`config.mk`:
```
export PLATFORM = sky130hd
export DESIGN_NAME = svi_sqrt
export DESIGN_NICKNAME = d
export VERILOG_FILES = /design/src/hdl/svi_pkg.sv /design/src/hdl/svi_sqrt.sv
export SDC_FILE = /design/constraint.sdc
export NUM_CORES = 1
export LEC_CHECK = 0
export ABC_CLOCK_PERIOD_IN_PS = 9940
export BUFFER_PORTS_ARGS = -buffer_cell sky130_fd_sc_hd__buf_2
export CELL_PAD_IN_SITES_DETAIL_PLACEMENT = 1
export CELL_PAD_IN_SITES_GLOBAL_PLACEMENT = 2
export CORE_MARGIN = 5
export CORE_UTILIZATION = 25
export CTS_CLUSTER_SIZE = 25
export DETAILED_ROUTE_END_ITERATION = 10
export PLACE_DENSITY_LB_ADDON = 0.1
export SLEW_MARGIN = 10
export SYNTH_ARGS = -nofsm -noshare
export SYNTH_HDL_FRONTEND = slang
export SYNTH_SLANG_ARGS = --single-unit
export TNS_END_PERCENT = 100
```
`constraint.sdc`:
```
create_clock -name clk -period 9.94 [get_ports clk]
set_input_delay 0.994 -clock clk [delete_from_list [all_inputs] [get_ports clk]]
set_output_delay 0.994 -clock clk [all_outputs]
set_load 0.1 [all_outputs]
```
`src/hdl/svi_pkg.sv`:
```
// ----------------------------------------------------------------------------
// svi_pkg
// Shared constants and types for the settling velocity iteration block.
// ----------------------------------------------------------------------------
package svi_pkg;

  localparam int FRAC_BITS = 24;
  localparam int TOL_BITS  = 24;

  localparam logic [63:0] ONE_P4_Q32 = 64'd6012954214;
  localparam logic [63:0] ALL_ONES   = {64{1'b1}};

  localparam logic [2:0] REG_VISCOSITY = 3'd0;
  localparam logic [2:0] REG_GRAVITY   = 3'd1;
  localparam logic [2:0] REG_TOLERANCE = 3'd2;
  localparam logic [2:0] REG_LIMIT     = 3'd3;
  localparam logic [2:0] REG_GUESS     = 3'd4;

  localparam logic [1:0] ST_CONVERGED = 2'd0;
  localparam logic [1:0] ST_LIMIT     = 2'd1;
  localparam logic [1:0] ST_INVALID   = 2'd2;

  typedef struct packed {
    logic        start;
    logic [63:0] hi;
    logic [63:0] lo;
    logic [63:0] den;
  } div_req_t;

endpackage

```
`src/hdl/svi_sqrt.sv`:
```
// ----------------------------------------------------------------------------
// svi_sqrt
// Integer square root of a 64-bit value, one result bit per cycle.
// ----------------------------------------------------------------------------
module svi_sqrt import svi_pkg::*; (
  input  logic        clk,
  input  logic        rst,
  input  logic        start,
  input  logic [63:0] x_in,
  output logic        done,
  output logic [31:0] root
);

  logic        busy;
  logic [4:0]  k;
  logic [63:0] x;
  logic [63:0] res;
  logic [63:0] bitv;
  logic [63:0] rb;

  assign bitv = 64'd1 << {k, 1'b0};
  assign rb   = res + bitv;
  assign root = res[31:0];

  always_ff @(posedge clk) begin
    if (rst) begin
      busy <= 1'b0;
      done <= 1'b0;
      k    <= '0;
    end else begin
      done <= 1'b0;
      if (start) begin
        x    <= x_in;
        res  <= '0;
        k    <= 5'd31;
        busy <= 1'b1;
      end else if (busy) begin
        if (x >= rb) begin
          x   <= x - rb;
          res <= (res >> 1) + bitv;
        end else begin
          res <= res >> 1;
        end
        k <= k - 5'd1;
        if (k == 5'd0) begin
          busy <= 1'b0;
          done <= 1'b1;
        end
      end
    end
  end

endmodule

```
== Word level (Yosys, flattened, before mapping) ==
Cells that the tools add are included.
Storage, ports and cells
  output and inout bits: 33
  input bits: 67
  register bits after elaboration: 135
  logic and storage cells: 30
Operators by class
  reductions and logical operators: 6
  magnitude comparators: 1
  bitwise gates (word level): 2
  add/subtract/negate cells: 4
  multiplexer cells: 11
  shift operators: 1
Operator list (count)
  $mux W64: 5
  $add A63 B64 Y64: 1
  $add A64 B64 Y64: 1
  $ge A64 B64 Y1: 1
  $shl A1 B6 Y64 const A: 1
  $sub A64 B64 Y64: 1
  $mux W5: 2
  $logic_not A5 Y1: 1
  $sub A5 B1 Y5 const B: 1
  $mux W1: 4
  $reduce_bool A2 Y1: 2
  $reduce_and A3 Y1: 1
  $reduce_or A3 Y1: 1
  $not A1 Y1: 2
  $reduce_and A2 Y1: 1

== Longest topological paths before layout ==
Gate-level depths: netlist (run 1).
  depth after elaboration: 6
  mapped depth: 30
  gate-level depth less buffers: 27

== Least setup slack after synthesis (run 1) ==
Ideal clock, no wire load.
  kind: register -> register
  start: reg k[2]
  end: reg x[0], enable pin
  library setup time: 0.427 ns
  cell stages (with the launch flop): 25
  arrival time: 6.884 ns
  path buffers: 5
  clock period less this slack: 7.311 ns
  setup slack: 2.629 ns
  required time: 9.513 ns
  cells stage by stage: dfxtp_1 > buf_6 > or2_2 > clkbuf_1 > nor2_1 > ha_1 > a31oi_1 > o21ai_0 > a31o_2 > or3_1 > a211oi_1 > o31ai_2 > a211oi_1 > nor2b_1 > xnor2_1 > ha_1 > and3_1 > clkbuf_1 > and3_1 > nand4bb_1 > a2111oi_4 > or2_1 > buf_2 > buf_2 > o21a_1
On the way
  word-level cells in the longest chain between the ends: 5
Ends and longest elaborated chain
  start: declaration: RTL line svi_sqrt.sv:15  | logic [4:0] k;
  start signal: assignment: RTL line svi_sqrt.sv:44  | k <= k - 5'd1;
  $shl A1 B6 Y64: RTL line svi_sqrt.sv:21  | assign bitv = 64'd1 << {k, 1'b0};
  $add A64 B64 Y64: RTL line svi_sqrt.sv:22  | assign rb = res + bitv;
  $ge A64 B64 Y1: RTL line svi_sqrt.sv:38  | if (x >= rb) begin
  $reduce_bool A2 Y1 (no line)
  $reduce_and A3 Y1 (no line)
  end signal: assignment: RTL line svi_sqrt.sv:33  | x <= x_in;
  end signal: assignment: RTL line svi_sqrt.sv:39  | x <= x - rb;
  end: declaration: RTL line svi_sqrt.sv:16  | logic [63:0] x;
No other way between the ends.
A chain may end at the register's enable or synchronous reset.

== Final worst setup path (run 1) ==
  start: reg k[0]
  end: reg x[49], enable pin
The elaborated chain is that of the path after synthesis.

==> results of run 1 <==
[power breakdown]
part	internal, W	switching, W	total [W]
Sequential	0.000702	0.0000740	0.000776
Clock	0.000445	0.000305	0.000750
Combinational	0.000319	0.000611	0.000930
[registers in the layout, summed over array words and instances (netlist names)]
name	count
res	64
x	64
k	5
busy	1
done	1
[kinds of logic after synthesis]
family                     synth area share [%]
AOI/OAI and AO/OA                          25.9
DFF                                        27.0
and+or+nand+nor                            20.2
buffers and inverters                      4.81
adders and majority gates                  11.5
xor gates and xnor gates                   10.3
muxes                                     0.212
[area by class of cell]
cell class	count	area, sq um	area share (%)
sequential	135	3980	24.3
tap	773	967	5.91
inverter	36	135	0.826
multi-input combinational	1560	10100	61.4
clock inverter	15	225	1.38
timing repair buffer	109	577	3.52
clock buffer	17	425	2.60
[cells in the final DEF (no fill, tap or decap), drive strengths merged, types with 29 or more instances in the layout]
master,instances
nand3,29
nor2,202
ha,133
edfxtp,128
nand2,221
nor3,38
o21ai,172
a21o,44
a21oi,135
o21bai,37
xnor2,75
nand4,51
inv,38
a31oi,58
xor2,98
a211oi,36
buf,109
[path summary, 6_finish.rpt]
kind | to | cells after the start | start | slack [ns]
setup / recovery | x[49]$_DFFE_PP_ | 21 | k[0]$_SDFFE_PP0N_ | 1.22
hold / removal | done$_SDFF_PP0_ | 1 | busy$_SDFF_PP0_ | 0.66
setup reg to reg | x[49]$_DFFE_PP_ | 21 | k[0]$_SDFFE_PP0N_ | 1.22
hold reg to reg | done$_SDFF_PP0_ | 1 | busy$_SDFF_PP0_ | 0.66
[through the flow]
step                      setup slack (ns)  hold slack [ns]
after CTS                             1.09            0.657
after floorplan                       2.63            0.563
after global placement                1.14            0.660
after global routing                 0.725            0.700
final                                 1.22            0.656
after detailed placement              1.11            0.648
[metal layers]
layer	part of all wire, %	vias up	GRT usage [%]
met5	0	-	0
met4	1.5	0	4.16
met3	3.3	36	3.04
met2	43	200	27.1
met1	52	6769	26.9
li1	-	6820	-
==> flow_summary.yaml, run 1 <==
routing:
  via_per_inst: 5.23
  dr.pass1.iters: 5
  ant_nets: 0
  drc_errors: 0
  drtIter0Drc: 789
  routed_wl_mm: 58.1
  vias: 13800
  wl_per_cell_um: 22.0
synth:
  async_flop_share_pct: 0
  netlist_area_sq_um: 14700
  synth_top_area_cell: "edfxtp_1"
  yosysMostFrequentCell: "nand2_1"
  syn_area_per_cell_sq_um: 8.00
  synth_edf_count: 128
  synth_nets: 2043
  ys_ff_latch: 135
  yosysTopAreaCellShare_pct: 26.1
  yosysSeqAreaShare_pct: 27.0
  yosysWarnings: 0
  netlist_instances: 1842
  yosys_most_used_dff: "edfxtp_1"
  synth_common_cells: "221 x nand2_1, 200 x nor2_1, 164 x o21ai_0"
  synth_area_leaders: "edfxtp_1 26%, ha_1 11%, xor2_1 5.8%"
  yosysUniqueCellTypes: 78
finish:
  final_net_count: 2060
  stdcell_area_sq_um: 16400
  fillers: 6974
  stdcell_count: 2645
  syn2layout_area_growth_pct: 11.1
  post-route-util_pct: 27.9
  drive_above_1_share_pct: 10.0
  n_antenna_cell: 0
clock_network:
  cts_setup_buffers: 0
  cts_tree: "done"
  clk_pin_slew_ns: 0.07
  insertion_delay_ns: 0.50
  cts_root_buf: "clkbuf_16"
  cts_buffer_depth: 2
  htree_levels: 4
  hold_buffers: 0
  cts.sinks: 135
  cts_made_buffers: 17
  cts_resized: 0
worst_setup_path:
  cp_slowest_cell: "nor3_1"
  cp.required_ns: 10.04
  cp_max_fo: 64
  critPathCaptureType: "flip-flop"
  crit_family: "simple AND/OR/NAND/NOR gates"
  crit_top_cell: "ha_1"
  crit_buf_inv: 2
  crit_chain: "inv_1 -> ha_1 -> nand2b_1 -> nor2_1 -> ha_1 -> and2_1 -> maj3_1 -> a211o_1 -> and2_1 -> a311o_1 -> a31oi_1 -> xor2_1 -> ha_1 -> nand4_1 -> nor3_1 -> nand3_1 -> or4_1 -> a2111oi_4 -> buf_4 -> or2_2 -> o21a_4"
  worstPathArrival_ns: 8.82
  cp_slowest_stage_delay_ns: 0.89
  crit_type: "flip-flop to flip-flop"
  start_kind: "flip-flop"
die:
  die_height_um: 253
  io_pins: 100
  coreArea_sq_um: 58700
  row_count: 89
  die_x_um: 253
  design.die.area_sq_um: 63900
  initial_core_util_pct: 25.1
pwr:
  powerDensity_nw_per_um2: 150
  finalPower_w: 0.00246
  ir_drop_mv: 0.146
  p_leak_nw: 6.05
global_route:
  grt_overflow_total: 0
  antenna_found_initial: 0
  grt_pass1_vias: 14100
  globalRouteTotalUtil_pct: 18.0
  grt_pass1_wl_mm: 88.5
  grt_max_degree: 71
sta:
  report.final.slew_viol_count: 0
  skew_ns: 0.0167
  finalSetupViolCount: 0
  timing.slew.headroom_pct: 23.4
  fin_crit_sh_pct: 87.7
  fmax_mhz: 115
  setup_tns_ns: 0
  fin_crit_ns: 8.72
  finalHoldViolations: 0
  rsz0062_at_grt: "false"
  tightest_slew_ns: 1.14
worst_hold_path:
  hold_path.class: "flip-flop to flip-flop"
place:
  globalplace.congestion: 0.835
  place_area_sq_um: 15700
  hpwl_mm: 46.7
  place_inst: 2613
  io_buffers: 99
run:
  maxCapViolCount: 0
outcome:
  outcome: "finished clean"
Power figures use the tool's default switching activity.
==> run 2, diff against run 1 <==
--- a/config.mk
+++ b/config.mk
@@ -6,5 +6,5 @@
 export NUM_CORES = 1
 export LEC_CHECK = 0
-export ABC_CLOCK_PERIOD_IN_PS = 9940
+export ABC_CLOCK_PERIOD_IN_PS = 9080
 export BUFFER_PORTS_ARGS = -buffer_cell sky130_fd_sc_hd__buf_2
 export CELL_PAD_IN_SITES_DETAIL_PLACEMENT = 1
@@ -12,4 +12,5 @@
 export CORE_MARGIN = 5
 export CORE_UTILIZATION = 25
+export CTS_BUF_LIST = sky130_fd_sc_hd__clkbuf_4 sky130_fd_sc_hd__clkbuf_8 sky130_fd_sc_hd__clkbuf_16
 export CTS_CLUSTER_SIZE = 25
 export DETAILED_ROUTE_END_ITERATION = 10
==> constraint.sdc (replaced) <==
create_clock -name clk -period 9.08 [get_ports clk]
set_input_delay 1.816 -clock clk [delete_from_list [all_inputs] [get_ports clk]]
set_output_delay 1.816 -clock clk [all_outputs]
set_load 0.1 [all_outputs]
==> flow_summary.yaml, run 2 (synthesis gave the netlist of run 1 again) <==
clock_network:
  cts_setup_buffers: 0
  clk_pin_slew_ns: 0.06
  cts_buffer_depth: 2
  insertion_delay_ns: 0.49
  cts_resized: 0
  cts_tree: "done"
  cts_made_buffers: 17
  cts.sinks: 135
  cts_root_buf: "clkbuf_16"
  hold_buffers: 0
  htree_levels: 4
global_route:
  grt_max_degree: 72
  grt_overflow_total: 0
  grt_pass1_wl_mm: 88.9
  globalRouteTotalUtil_pct: 18.1
  grt_pass1_vias: 14100
  antenna_found_initial: 0
worst_hold_path:
  hold_path.class: "flip-flop to flip-flop"
worst_setup_path:
  worstPathArrival_ns: 8.19
  crit_type: "flip-flop to flip-flop"
  start_kind: "flip-flop"
  cp.required_ns: 9.28
  critPathCaptureType: "flip-flop"
  cp_max_fo: 26
routing:
  dr.pass1.iters: 5
  drtIter0Drc: 740
  ant_nets: 0
  drc_errors: 0
  wl_per_cell_um: 22.0
  vias: 13900
  via_per_inst: 5.25
  routed_wl_mm: 58.3
sta:
  fmax_mhz: 125
  fin_crit_ns: 7.99
  finalSetupViolCount: 0
  rsz0062_at_grt: "false"
  fin_crit_sh_pct: 88.0
  skew_ns: 0.0151
  report.final.slew_viol_count: 0
  finalHoldViolations: 0
  timing.slew.headroom_pct: 33.7
  tightest_slew_ns: 0.995
  setup_tns_ns: 0
finish:
  n_antenna_cell: 0
  final_common_cell: "nand2_1"
  mostFrequentLayoutCells: "221 x nand2_1, 199 x nor2_1, 164 x o21ai_0"
  final_net_count: 2063
  syn2layout_area_growth_pct: 11.3
  post-route-util_pct: 27.9
  drive_above_1_share_pct: 10.1
  largestRegisters: "res: 64 flops, x: 64 flops, k: 5 flops"
die:
  coreArea_sq_um: 58700
  initial_core_util_pct: 25.1
  io_pins: 100
  die_x_um: 253
  die_height_um: 253
  design.die.area_sq_um: 63900
  row_count: 89
place:
  hpwl_mm: 47.0
  globalplace.congestion: 0.812
  io_buffers: 99
pwr:
  powerDensity_nw_per_um2: 163
  p_leak_nw: 6.06
  ir_drop_mv: 0.155
run:
  maxCapViolCount: 0
outcome:
  outcome: "finished clean"
-- run 2: path summary, 6_finish.rpt --
kind	from	endpoint	slack, ns	depth (start not counted)
hold / removal	busy$_SDFF_PP0_	done$_SDFF_PP0_	0.67	1
setup reg to reg	k[0]$_SDFFE_PP0N_	res[25]$_SDFFCE_PP0P_	1.09	26
setup / recovery	k[0]$_SDFFE_PP0N_	res[25]$_SDFFCE_PP0P_	1.09	26
hold reg to reg	busy$_SDFF_PP0_	done$_SDFF_PP0_	0.67	1
-- run 2: area by class of cell --
cell class              count  area, sq um
multi-input cells        1560        10100
flip-flops and latches    135         3980
repair buffers            112          624
fillers                  6969        42300
well taps                 773          967
clock inverters            14          208
clock buffers              17          425
inverters                  36          135
-- run 2: routing by layer --
metal  up-vias  global-route usage, %  part of all wire (%)
met1      6824                   27.4                    53
li1       6832                      -                     -
met2       209                   26.9                    43
met3        40                   2.89                   3.0
met4         0                   4.20                   1.5
met5         -                      0                     0
-- run 2: report_power, final --
| group | total, W | switching [W] | internal, W | leakage (nW) |
|---|---|---|---|---|
| Clock | 0.000800 | 0.000318 | 0.000482 | 0.298 |
| Sequential | 0.000845 | 0.0000761 | 0.000769 | 1.29 |
| Combinational | 0.00103 | 0.000679 | 0.000355 | 4.48 |
| Total | 0.00268 | 0.00107 | 0.00161 | 6.06 |
-- run 2: critical path, cell delays in order (launching register included) --
cell	delay, ns
dfxtp_1	0.43
inv_1	0.12
ha_1	0.24
nand2b_1	0.18
nor2_1	0.14
ha_1	0.22
and2_1	0.16
maj3_1	0.45
a211o_1	0.42
and2_1	0.25
a311o_1	0.39
a31oi_1	0.51
o21ai_0	0.19
xnor2_1	0.26
ha_1	0.40
a21oi_1	0.32
o21ai_1	0.15
a41oi_1	0.44
o211ai_1	0.22
a41oi_1	0.33
o21ai_0	0.15
a221o_1	0.44
buf_4	0.27
nor2_2	0.53
buf_12	0.28
or3_1	0.13
a21oi_1	0.06
-- run 2: through the flow --
step	total power, W	instance area [sq um]	hold WS [ns]	worst slack (ns)	instances
6_report	0.00268	16400	0.673	1.09	2647
5_1_grt	0.00285	16400	0.702	0.660	2647
4_1_cts	0.00272	16400	0.672	1.15	2647
3_5_place_dp	0.00189	15800	0.656	1.15	2616
3_3_place_gp	0.00189	15800	0.669	1.33	2616
2_1_floorplan	0.00159	14700	0.563	1.77	1842
