## src/hdl/svi_pkg.sv

```systemverilog
// ----------------------------------------------------------------------------
// svi_pkg
// Shared constants and types for the settling velocity iteration block.
// ----------------------------------------------------------------------------
package svi_pkg;

  localparam int FRAC_BITS = 24;
  localparam int TOL_BITS  = 24;

  localparam logic [63:0] ONE_P4_Q32 = 64'd6012954214;
  localparam logic [63:0] ALL_ONES   = {64{1'b1}};

  localparam logic [2:0] REG_VISCOSITY = 3'd0;
  localparam logic [2:0] REG_GRAVITY   = 3'd1;
  localparam logic [2:0] REG_TOLERANCE = 3'd2;
  localparam logic [2:0] REG_LIMIT     = 3'd3;
  localparam logic [2:0] REG_GUESS     = 3'd4;

  localparam logic [1:0] ST_CONVERGED = 2'd0;
  localparam logic [1:0] ST_LIMIT     = 2'd1;
  localparam logic [1:0] ST_INVALID   = 2'd2;

  typedef struct packed {
    logic        start;
    logic [63:0] hi;
    logic [63:0] lo;
    logic [63:0] den;
  } div_req_t;

endpackage

```

## src/hdl/svi_div.sv

```systemverilog
// ----------------------------------------------------------------------------
// svi_div
// Restoring divider, 128 by 64 bits, one quotient bit per cycle, saturated.
// ----------------------------------------------------------------------------
module svi_div import svi_pkg::*; (
  input  logic        clk,
  input  logic        rst,
  input  div_req_t    req,
  output logic        done,
  output logic [63:0] quot
);

  logic        busy;
  logic [5:0]  cnt;
  logic [63:0] rem;
  logic [63:0] lo_sh;
  logic [63:0] den;
  logic [63:0] sh;
  logic        carry;
  logic        take;

  assign carry = rem[63];
  assign sh    = {rem[62:0], lo_sh[63]};
  assign take  = carry || (sh >= den);

  always_ff @(posedge clk) begin
    if (rst) begin
      busy <= 1'b0;
      done <= 1'b0;
      cnt  <= '0;
    end else begin
      done <= 1'b0;
      if (req.start) begin
        den <= req.den;
        if (req.hi >= req.den) begin
          quot <= ALL_ONES;
          done <= 1'b1;
        end else begin
          rem   <= req.hi;
          lo_sh <= req.lo;
          quot  <= '0;
          cnt   <= '0;
          busy  <= 1'b1;
        end
      end else if (busy) begin
        lo_sh <= {lo_sh[62:0], 1'b0};
        if (take) begin
          rem  <= sh - den;
          quot <= {quot[62:0], 1'b1};
        end else begin
          rem  <= sh;
          quot <= {quot[62:0], 1'b0};
        end
        cnt <= cnt + 6'd1;
        if (cnt == 6'd63) begin
          busy <= 1'b0;
          done <= 1'b1;
        end
      end
    end
  end

endmodule

```

## config.mk

```make
export PLATFORM = sky130hd
export DESIGN_NAME = svi_div
export DESIGN_NICKNAME = d
export VERILOG_FILES = /design/src/hdl/svi_pkg.sv /design/src/hdl/svi_div.sv
export SDC_FILE = /design/constraint.sdc
export NUM_CORES = 1
export LEC_CHECK = 0
export ABC_AREA = 1
export BUFFER_PORTS_ARGS = -buffer_cell sky130_fd_sc_hd__buf_4
export CORE_AREA = 3 3 131 260
export CTS_BUF_LIST = sky130_fd_sc_hd__clkbuf_4
export DETAILED_ROUTE_END_ITERATION = 10
export DIE_AREA = 0 0 134 263
export PLACE_DENSITY = 0.77
export SLEW_MARGIN = 20
export SYNTH_ARGS = -nofsm -noshare
export SYNTH_HDL_FRONTEND = slang
export SYNTH_SLANG_ARGS = --single-unit
```

## constraint.sdc

```tcl
create_clock -name clk -period 13.4 [get_ports clk]
set_clock_uncertainty 0.2 [all_clocks]
set_input_delay 2.68 -clock clk [delete_from_list [all_inputs] [get_ports clk]]
set_output_delay 2.68 -clock clk [all_outputs]
set_load 0.005 [all_outputs]
```

* Word-level counts from Yosys, hierarchy flattened
Index checks and enable logic that the tools add are counted.
Storage, ports and cells: logic and storage cells 42, output and inout bits 65, bits in registers 264, input port bits 195
Operators by class: $add $sub $neg 2, multiplexer cells 22, equal/unequal tests 2, magnitude comparators 2, reductions and logical operators 6, bitwise gates (word level) 1
Operators by type and width (count):
- 64-bit 2-to-1 mux | 10
- 64-bit >= comparator | 2
- 64-bit subtractor | 1
- 6-bit 2-to-1 mux | 3
- 1-bit 2-to-1 mux | 9
- 6-bit by 1-bit adder with 6-bit output, second input constant | 1
- 6-bit equality test, second input constant | 1
- 2-bit AND reduction | 3
- 3-bit AND reduction | 1
- 2-bit != test, second input constant | 1
- 2-bit nonzero test | 1
- 1-bit logical OR | 1
- 1-bit inverter | 1

* Logic depth before layout (Yosys ltp)
Gate-level depths: netlist of run 1.
depth in word-level cells 5, gate-level depth with buffers 19

* Worst setup path before layout of run 1
No wires, ideal clock.
path type input to register, start point input req[29] (netlist name), end point register lo_sh[0] (enable), setup time 0.617 ns, stages on the path 13, path slack 3.403 ns, data arrival time 9.180 ns, cells stage by stage inv_1 ha_1 a21oi_1 nor2_1 nor3b_1 nand2_1 nor2_1 nand2_1 nand2_1 nand2_1 nand2_1 nand2_1 nor2_1
Between the ends: longest elaborated chain between the ends 3
RTL lines:
- from (decl) | line svi_div.sv:8 | input div_req_t req,
- 64-bit >= comparator | line svi_div.sv:35 | if (req.hi >= req.den) begin
- 2-bit != test (no source line)
- 3-bit AND reduction (no source line)
- to (signal assigned) | line svi_div.sv:40 | lo_sh <= req.lo;
- to (signal assigned) | line svi_div.sv:46 | lo_sh <= {lo_sh[62:0], 1'b0};
- to (decl) | line svi_div.sv:16 | logic [63:0] lo_sh;
Every way passes these cells. A chain may end at the register's enable or synchronous reset.

* Worst setup path after layout of run 1
start point input req[29] (netlist name), end point register rem[12] (enable)
Between the ends: longest elaborated chain between the ends 3
RTL lines:
- 64-bit >= comparator | line svi_div.sv:35
- 2-bit != test (no source line)
- 3-bit AND reduction (no source line)
- to (signal assigned) | line svi_div.sv:39 | rem <= req.hi;
- to (signal assigned) | line svi_div.sv:48 | rem <= sh - den;
- to (signal assigned) | line svi_div.sv:51 | rem <= sh;
- to (decl) | line svi_div.sv:15 | logic [63:0] rem;
Every way passes these cells.

==> impl_metrics.env, run 1 <==
export IMPL_criticalPathCategory="primary input to flop"
export IMPL_syn_instance_count=2310
export IMPL_synth_nets=2635
export IMPL_cts_root_buffer="clkbuf_4"
export IMPL_wire_per_inst_um=19.3
export IMPL_die_w_um=134
export IMPL_status="finished, final reports clean"
export IMPL_die_h_um=263
export IMPL_crit_chain="buf_4, inv_1, ha_1, a21oi_1, nor2_1, nor3b_1, nand2_1, nor2_1, nand2_1, nand2_1, nand2_1, nand2_2, buf_4, nand2_1, nor2_4, buf_4"
export IMPL_holdBufCountCts=0
export IMPL_hold_path_class="flop to flop"
export IMPL_synth_edf_count=256
export IMPL_wl_mm=59.0
export IMPL_synth_common_cells="nand2_1, inv_1, edfxtp_1"
export IMPL_fin_ws_ps=7470
export IMPL_port_buffers=259
export IMPL_ys_warn_count=0
export IMPL_fmax_mhz=169
export IMPL_placementRows=93
export IMPL_grt_pass1_wl_mm=90.1
export IMPL_fin_nets=2908
export IMPL_dp_cells=2948
export IMPL_powerDensity_nw_per_um2=115
export IMPL_finalCriticalPeriod_ps=5930
export IMPL_synth_async_sr_flop_share_pct=0
export IMPL_synth_flop_cell="edfxtp_1"
export IMPL_post_route_period_util_pct=44.3
export IMPL_synth_top_area_share_pct=43.4
export IMPL_clkSlewWorstSetupHoldPaths_ps=80
export IMPL_numCtsBuffers=60
export IMPL_drc=0
export IMPL_cap_violations=0
export IMPL_cts_sinks=264
export IMPL_grt_max_degree=75
export IMPL_path_max_fanout=66
export IMPL_firstDrtPassIters=6
export IMPL_post_synth_top_area_cell="edfxtp_1"
export IMPL_grt_overflow_total=0
export IMPL_fin_cells=3061
export IMPL_finalInstanceArea_um2=20900
export IMPL_setup_viol=0
export IMPL_viasPerCell=5.41
export IMPL_p_leak_nw=10.1
export IMPL_detail_route_antenna_nets=0
export IMPL_crit_family="simple AND/OR/NAND/NOR gates"
export IMPL_syn_cell_area_um2=17700
export IMPL_final_max_slew_viol_count=0
export IMPL_synth_cell_type_count=36
export IMPL_hold_viol_final=0
export IMPL_dr_first_iter_drc_count=972
export IMPL_num_fill_cells=2855
export IMPL_clock_path_buffers=3
export IMPL_track_usage_pct=33.2
export IMPL_arrival_ps=6110
export IMPL_path_common_cell="nand2_1"
export IMPL_cts_tree="yes"
export IMPL_ys_seq_area_share_pct=44.3
export IMPL_dpl_cell_area_um2=20000
export IMPL_slowest_delay_ps=730
export IMPL_crit_path_end_kind="flop"
export IMPL_cp_start_kind="primary input"
export IMPL_pin_count=260
export IMPL_layout_drive_gt1_share_pct=14.9
export IMPL_die_area_um2=35200
export IMPL_cts_resized=0
export IMPL_cp_slowest_cell="buf_4"
export IMPL_area_growth_pct=17.8
export IMPL_start_util_pct=55.0
export IMPL_synth_seq_cells=264
export IMPL_num_vias=16500
export IMPL_antenna_found_initial=2
export IMPL_yosys_top_cells_area="edfxtp_1, nand2_1, ha_1, inv_1, a21oi_1"
export IMPL_relSlewSlack_pct=21.8
export IMPL_cp_required_ps=13580
export IMPL_post_dp_hpwl_mm=46.8
export IMPL_tns_ps=0
export IMPL_place_ws_ps=6710
export IMPL_syn_avg_cell_area_um2=7.67
export IMPL_tightest_slew_ps=1160
export IMPL_core_um2=32200
export IMPL_htreeDepth=2
export IMPL_synthMostInstantiatedCell="nand2_1"
export IMPL_postCtsSetupRepairBufs=0
export IMPL_grt_pass1_vias=17000
export IMPL_rsz0062_at_grt="no"
export IMPL_r2r_slack_ps=8680
export IMPL_clk_latency_ps=790
export IMPL_routabilityCongestion=1.02
export IMPL_ir_drop_mv=0.106
export IMPL_crit_buf_inv=4
[metal layers]
| metal | vias up | routed length (µm) | track usage, % |
|---|---|---|---|
| met5 | - | 0 | 0 |
| li1 | 8117 | - | - |
| met2 | 598 | 31800 | 62.5 |
| met4 | 0 | 5470 | 25.7 |
| met1 | 7619 | 18800 | 31.1 |
| met3 | 214 | 2940 | 4.99 |
[worst paths after layout]
kind / start / to / depth (start not counted)
max: req[29] / rem[12] / 16
max reg2reg: den[0] / rem[46] / 16
min reg2reg: cnt[3] / cnt[3] / 2
min: cnt[3] / cnt[3] / 2
[state kept, by name (all words and copies together) (netlist names)]
register  count
busy          1
cnt           6
den          64
done          1
lo_sh        64
quot         64
rem          64
[cells by family (layout without fill, tap and decap cells)]
logic type	after synthesis	in the layout	synth area share, %
AO/OA/AOI/OAI	270	270	7.99
XOR/XNOR	31	31	1.53
adder cells (fa/ha/maj)	130	130	9.22
buffers and inverters	362	684	8.01
flip-flops	264	264	44.3
other	0	2	0
AND/OR/NAND/NOR	1253	1253	29.0
[cells in the final DEF, fill, tap and decap left out, types with 9 or more instances in the layout]
cell type and n:
o21ai_0 77, o21a_1 9, nand2_1 853, clkinv_1 9, nand3_1 126, o21ai_1 23, xnor2_1 28, nor3_1 13
edfxtp_1 256, clkbuf_4 89, buf_4 269, inv_1 303, nand3b_1 30, nand4_1 23, a21oi_1 144, ha_1 129
nor2_1 179
[power breakdown]
part / total [mW] / switching [mW] / internal [mW]
clock: 0.697 / 0.349 / 0.349
combinational: 0.682 / 0.444 / 0.238
sequential: 1.02 / 0.0277 / 0.992
total: 2.40 / 0.820 / 1.58
[final cells by class]
cell class	count	area, µm²	area share, %
flip-flops and latches	264	7850	37.6
diodes	2	5.00	0.0240
multi-input cells	1684	8480	40.6
well taps	427	534	2.56
clock inverters	22	170	0.815
repair buffers	269	2020	9.68
clock buffers	89	668	3.20
inverters	304	1150	5.49
[worst register-to-register path, cell delays in order (launching register included)]
cell      delay [ps]
edfxtp_1         390
ha_1             220
fa_1             410
nand3b_1         170
nand2_1          150
nand2_1           90
nand2_2          150
nand2_1           90
nand3_2          170
nand2_1           90
nand3_1          100
nand2_2          410
nand2_4          670
buf_4            530
nand3_1          380
nand3_1          170
nand2_1           70
[metrics by stage]
step	hold slack (ps)	utilization (%)	power [mW]
floorplan	241	-	1.46
global placement	250	62.1	1.70
detailed placement	261	62.1	1.71
CTS	273	64.7	2.41
global route	304	64.7	2.52
finish	270	64.7	2.40
(Power assumes the default switching activity.)
==> run 2: changes to the inputs <==
Settings changed: ABC_AREA 1 to 0, CORE_AREA 3 3 131 260 to 3 3 127 252, DIE_AREA 0 0 134 263 to 0 0 130 255.
Clock period 13.4 ns to 5.7 ns, I/O delays scaled along.
==> impl_metrics.env, run 2 <==
export IMPL_r2r_slack_ps=1630
export IMPL_finalCriticalPeriod_ps=4070
export IMPL_synth_async_sr_flop_share_pct=0
export IMPL_min_delay_start="cnt[5]"
export IMPL_cap_violations=0
export IMPL_final_common_cell="buf_4"
export IMPL_area_growth_pct=18.3
export IMPL_powerDensity_nw_per_um2=278
export IMPL_pwr_share_comb_pct=27.0
export IMPL_dr_first_iter_drc_count=560
export IMPL_rsz0062_at_grt="no"
export IMPL_pin_count=260
export IMPL_firstDrtPassIters=5
export IMPL_die_h_um=255
export IMPL_final_max_slew_viol_count=0
export IMPL_cts_tree="yes"
export IMPL_synthMostInstantiatedCell="edfxtp_1"
export IMPL_ir_drop_mv=0.218
export IMPL_synth_nets=1893
export IMPL_p_clk_share_pct=28.6
export IMPL_cp_required_ps=6060
export IMPL_post_route_period_util_pct=71.4
export IMPL_synth_cell_type_count=69
export IMPL_ys_seq_area_share_pct=47.5
export IMPL_syn_instance_count=1568
export IMPL_final_util_pct=64.5
export IMPL_cts_sinks=264
export IMPL_final_cell_mix="buf_4, edfxtp_1, inv_1"
export IMPL_num_vias=13200
export IMPL_synthMuxAreaShare_pct=5.74
export IMPL_switching_share_pct=30.8
export IMPL_fin_nets=2151
export IMPL_synth_flop_cell="edfxtp_1"
export IMPL_synthSimpleGateAreaFrac_pct=8.63
export IMPL_synth_common_cells="edfxtp_1, inv_1, a21oi_1"
export IMPL_port_buffers=259
export IMPL_tns_ps=0
export IMPL_ys_warn_count=0
export IMPL_clock_path_buffers=3
export IMPL_numCtsBuffers=61
export IMPL_criticalPathCategory="flop to flop"
export IMPL_viasPerCell=5.89
export IMPL_syn_avg_cell_area_um2=10.5
export IMPL_track_usage_pct=25.8
export IMPL_synth_fa_ha_area_share_pct=9.90
export IMPL_grt_pass1_wl_mm=67.4
export IMPL_startpoint="rem[15]"
export IMPL_clk_latency_ps=750
export IMPL_tightest_slew_ps=837
export IMPL_synth_edf_count=256
export IMPL_synth_compound_area_share_pct=19.5
export IMPL_crit_path_end_kind="flop"
export IMPL_die_w_um=130
export IMPL_holdBufCountCts=0
export IMPL_p_leak_nw=8.36
export IMPL_yosys_top_cells_area="edfxtp_1, ha_1, mux2_2, a21oi_1, inv_1"
export IMPL_wire_per_inst_um=19.4
export IMPL_routabilityCongestion=0.924
export IMPL_grt_pass1_vias=13700
export IMPL_arrival_ps=4430
export IMPL_drc=0
export IMPL_seqPwrFrac_pct=44.4
export IMPL_hold_path_class="flop to flop"
export IMPL_clkSlewWorstSetupHoldPaths_ps=70
export IMPL_post_synth_top_area_cell="edfxtp_1"
export IMPL_grt_overflow_total=0
export IMPL_setup_viol=0
export IMPL_layout_drive_gt1_share_pct=25.0
export IMPL_path_max_fanout=7
export IMPL_die_area_um2=33200
export IMPL_syn_cell_area_um2=16500
export IMPL_cts_root_buffer="clkbuf_4"
export IMPL_synth_xor_area_share_pct=2.81
export IMPL_intPower_mw=3.75
export IMPL_core_um2=30300
export IMPL_hold_viol_final=0
export IMPL_synth_seq_cells=264
export IMPL_grt_max_degree=94
export IMPL_cp_start_kind="flop"
export IMPL_rr_startpoint="rem[15]"
export IMPL_wl_mm=43.4
export IMPL_detail_route_antenna_nets=0
export IMPL_relSlewSlack_pct=42.8
export IMPL_power_mw=5.43
export IMPL_start_util_pct=54.5
export IMPL_status="finished, final reports clean"
export IMPL_post_dp_hpwl_mm=32.7
export IMPL_synth_top_family_by_area="compound AO/OA/AOI/OAI gates"
export IMPL_htreeDepth=2
export IMPL_synth_top_area_share_pct=46.6
export IMPL_antenna_found_initial=1
export IMPL_switching_power_mw=1.67
export IMPL_fmax_mhz=246
export IMPL_postCtsSetupRepairBufs=0
export IMPL_cts_resized=0
export IMPL_placementRows=90
## run 2: worst max-delay path, cell delays in order, from the launching register on
cell,delay [ps]
edfxtp_1,400
ha_1,420
nand3_1,160
nor3_2,380
nand2_1,120
a2111oi_2,480
o21ai_2,200
a41oi_1,480
nand3_1,140
a21boi_0,320
mux2_2,390
a221oi_2,230
## run 2: path summary, 6_finish.rpt
path                   to  cells past startpoint
setup / recovery  rem[61]                     11
hold / removal     cnt[5]                      2
setup reg to reg  rem[61]                     11
hold reg to reg    cnt[5]                      2
## run 2: logic make-up (layout without fill, tap and decap cells)
family,Yosys count,after routing
AO/OA/AOI/OAI,490,490
XOR/XNOR,53,53
adder cells (fa/ha/maj),130,130
buffers and inverters,247,551
flip-flops,264,264
multiplexers,85,85
other,0,1
AND/OR/NAND/NOR,299,299
## run 2: power by group through the flow
stage          Combinational, mW  Sequential [mW]  Clock, mW
6_report                    1.47             2.41       1.55
5_1_grt                     1.62             2.42       1.68
4_1_cts                     1.47             2.41       1.60
3_5_place_dp                1.46             2.45          0
3_3_place_gp                1.43             2.44          0
2_1_floorplan              0.998             2.44          0
## run 2: cell type report
cell class | instances | area [µm²]
Clock buffer | 91 | 683
Timing Repair Buffer | 270 | 2080
Fill cell | 2429 | 10800
Tap cell | 368 | 460
Inverter | 172 | 646
Sequential cell | 264 | 7850
Antenna cell | 1 | 2.50
Multi-Input combinational cell | 1057 | 7710
Clock inverter | 18 | 105
## run 2: routing by layer
metal / vias up / wire (µm) / GRT usage (%) / part of all wire, %
li1: 6326 / - / - / -
met1: 6308 / 14900 / 25.5 / 34
met2: 417 / 23800 / 48.9 / 55
met3: 143 / 2400 / 5.43 / 5.5
met4: 0 / 2410 / 14.4 / 5.5
met5: - / 0 / 0 / 0
## run 2: per-stage QoR
step / hold slack (ps) / instance area (µm²) / instances / setup WS (ps)
after CTS: 305 / 19500 / 2240 / 1660
after floorplan: 270 / 16500 / 1568 / 539
after global routing: 319 / 19500 / 2241 / 1410
final: 314 / 19500 / 2241 / 1630
after detailed placement: 306 / 18700 / 2131 / 930
after global placement: 285 / 18700 / 2131 / 1010
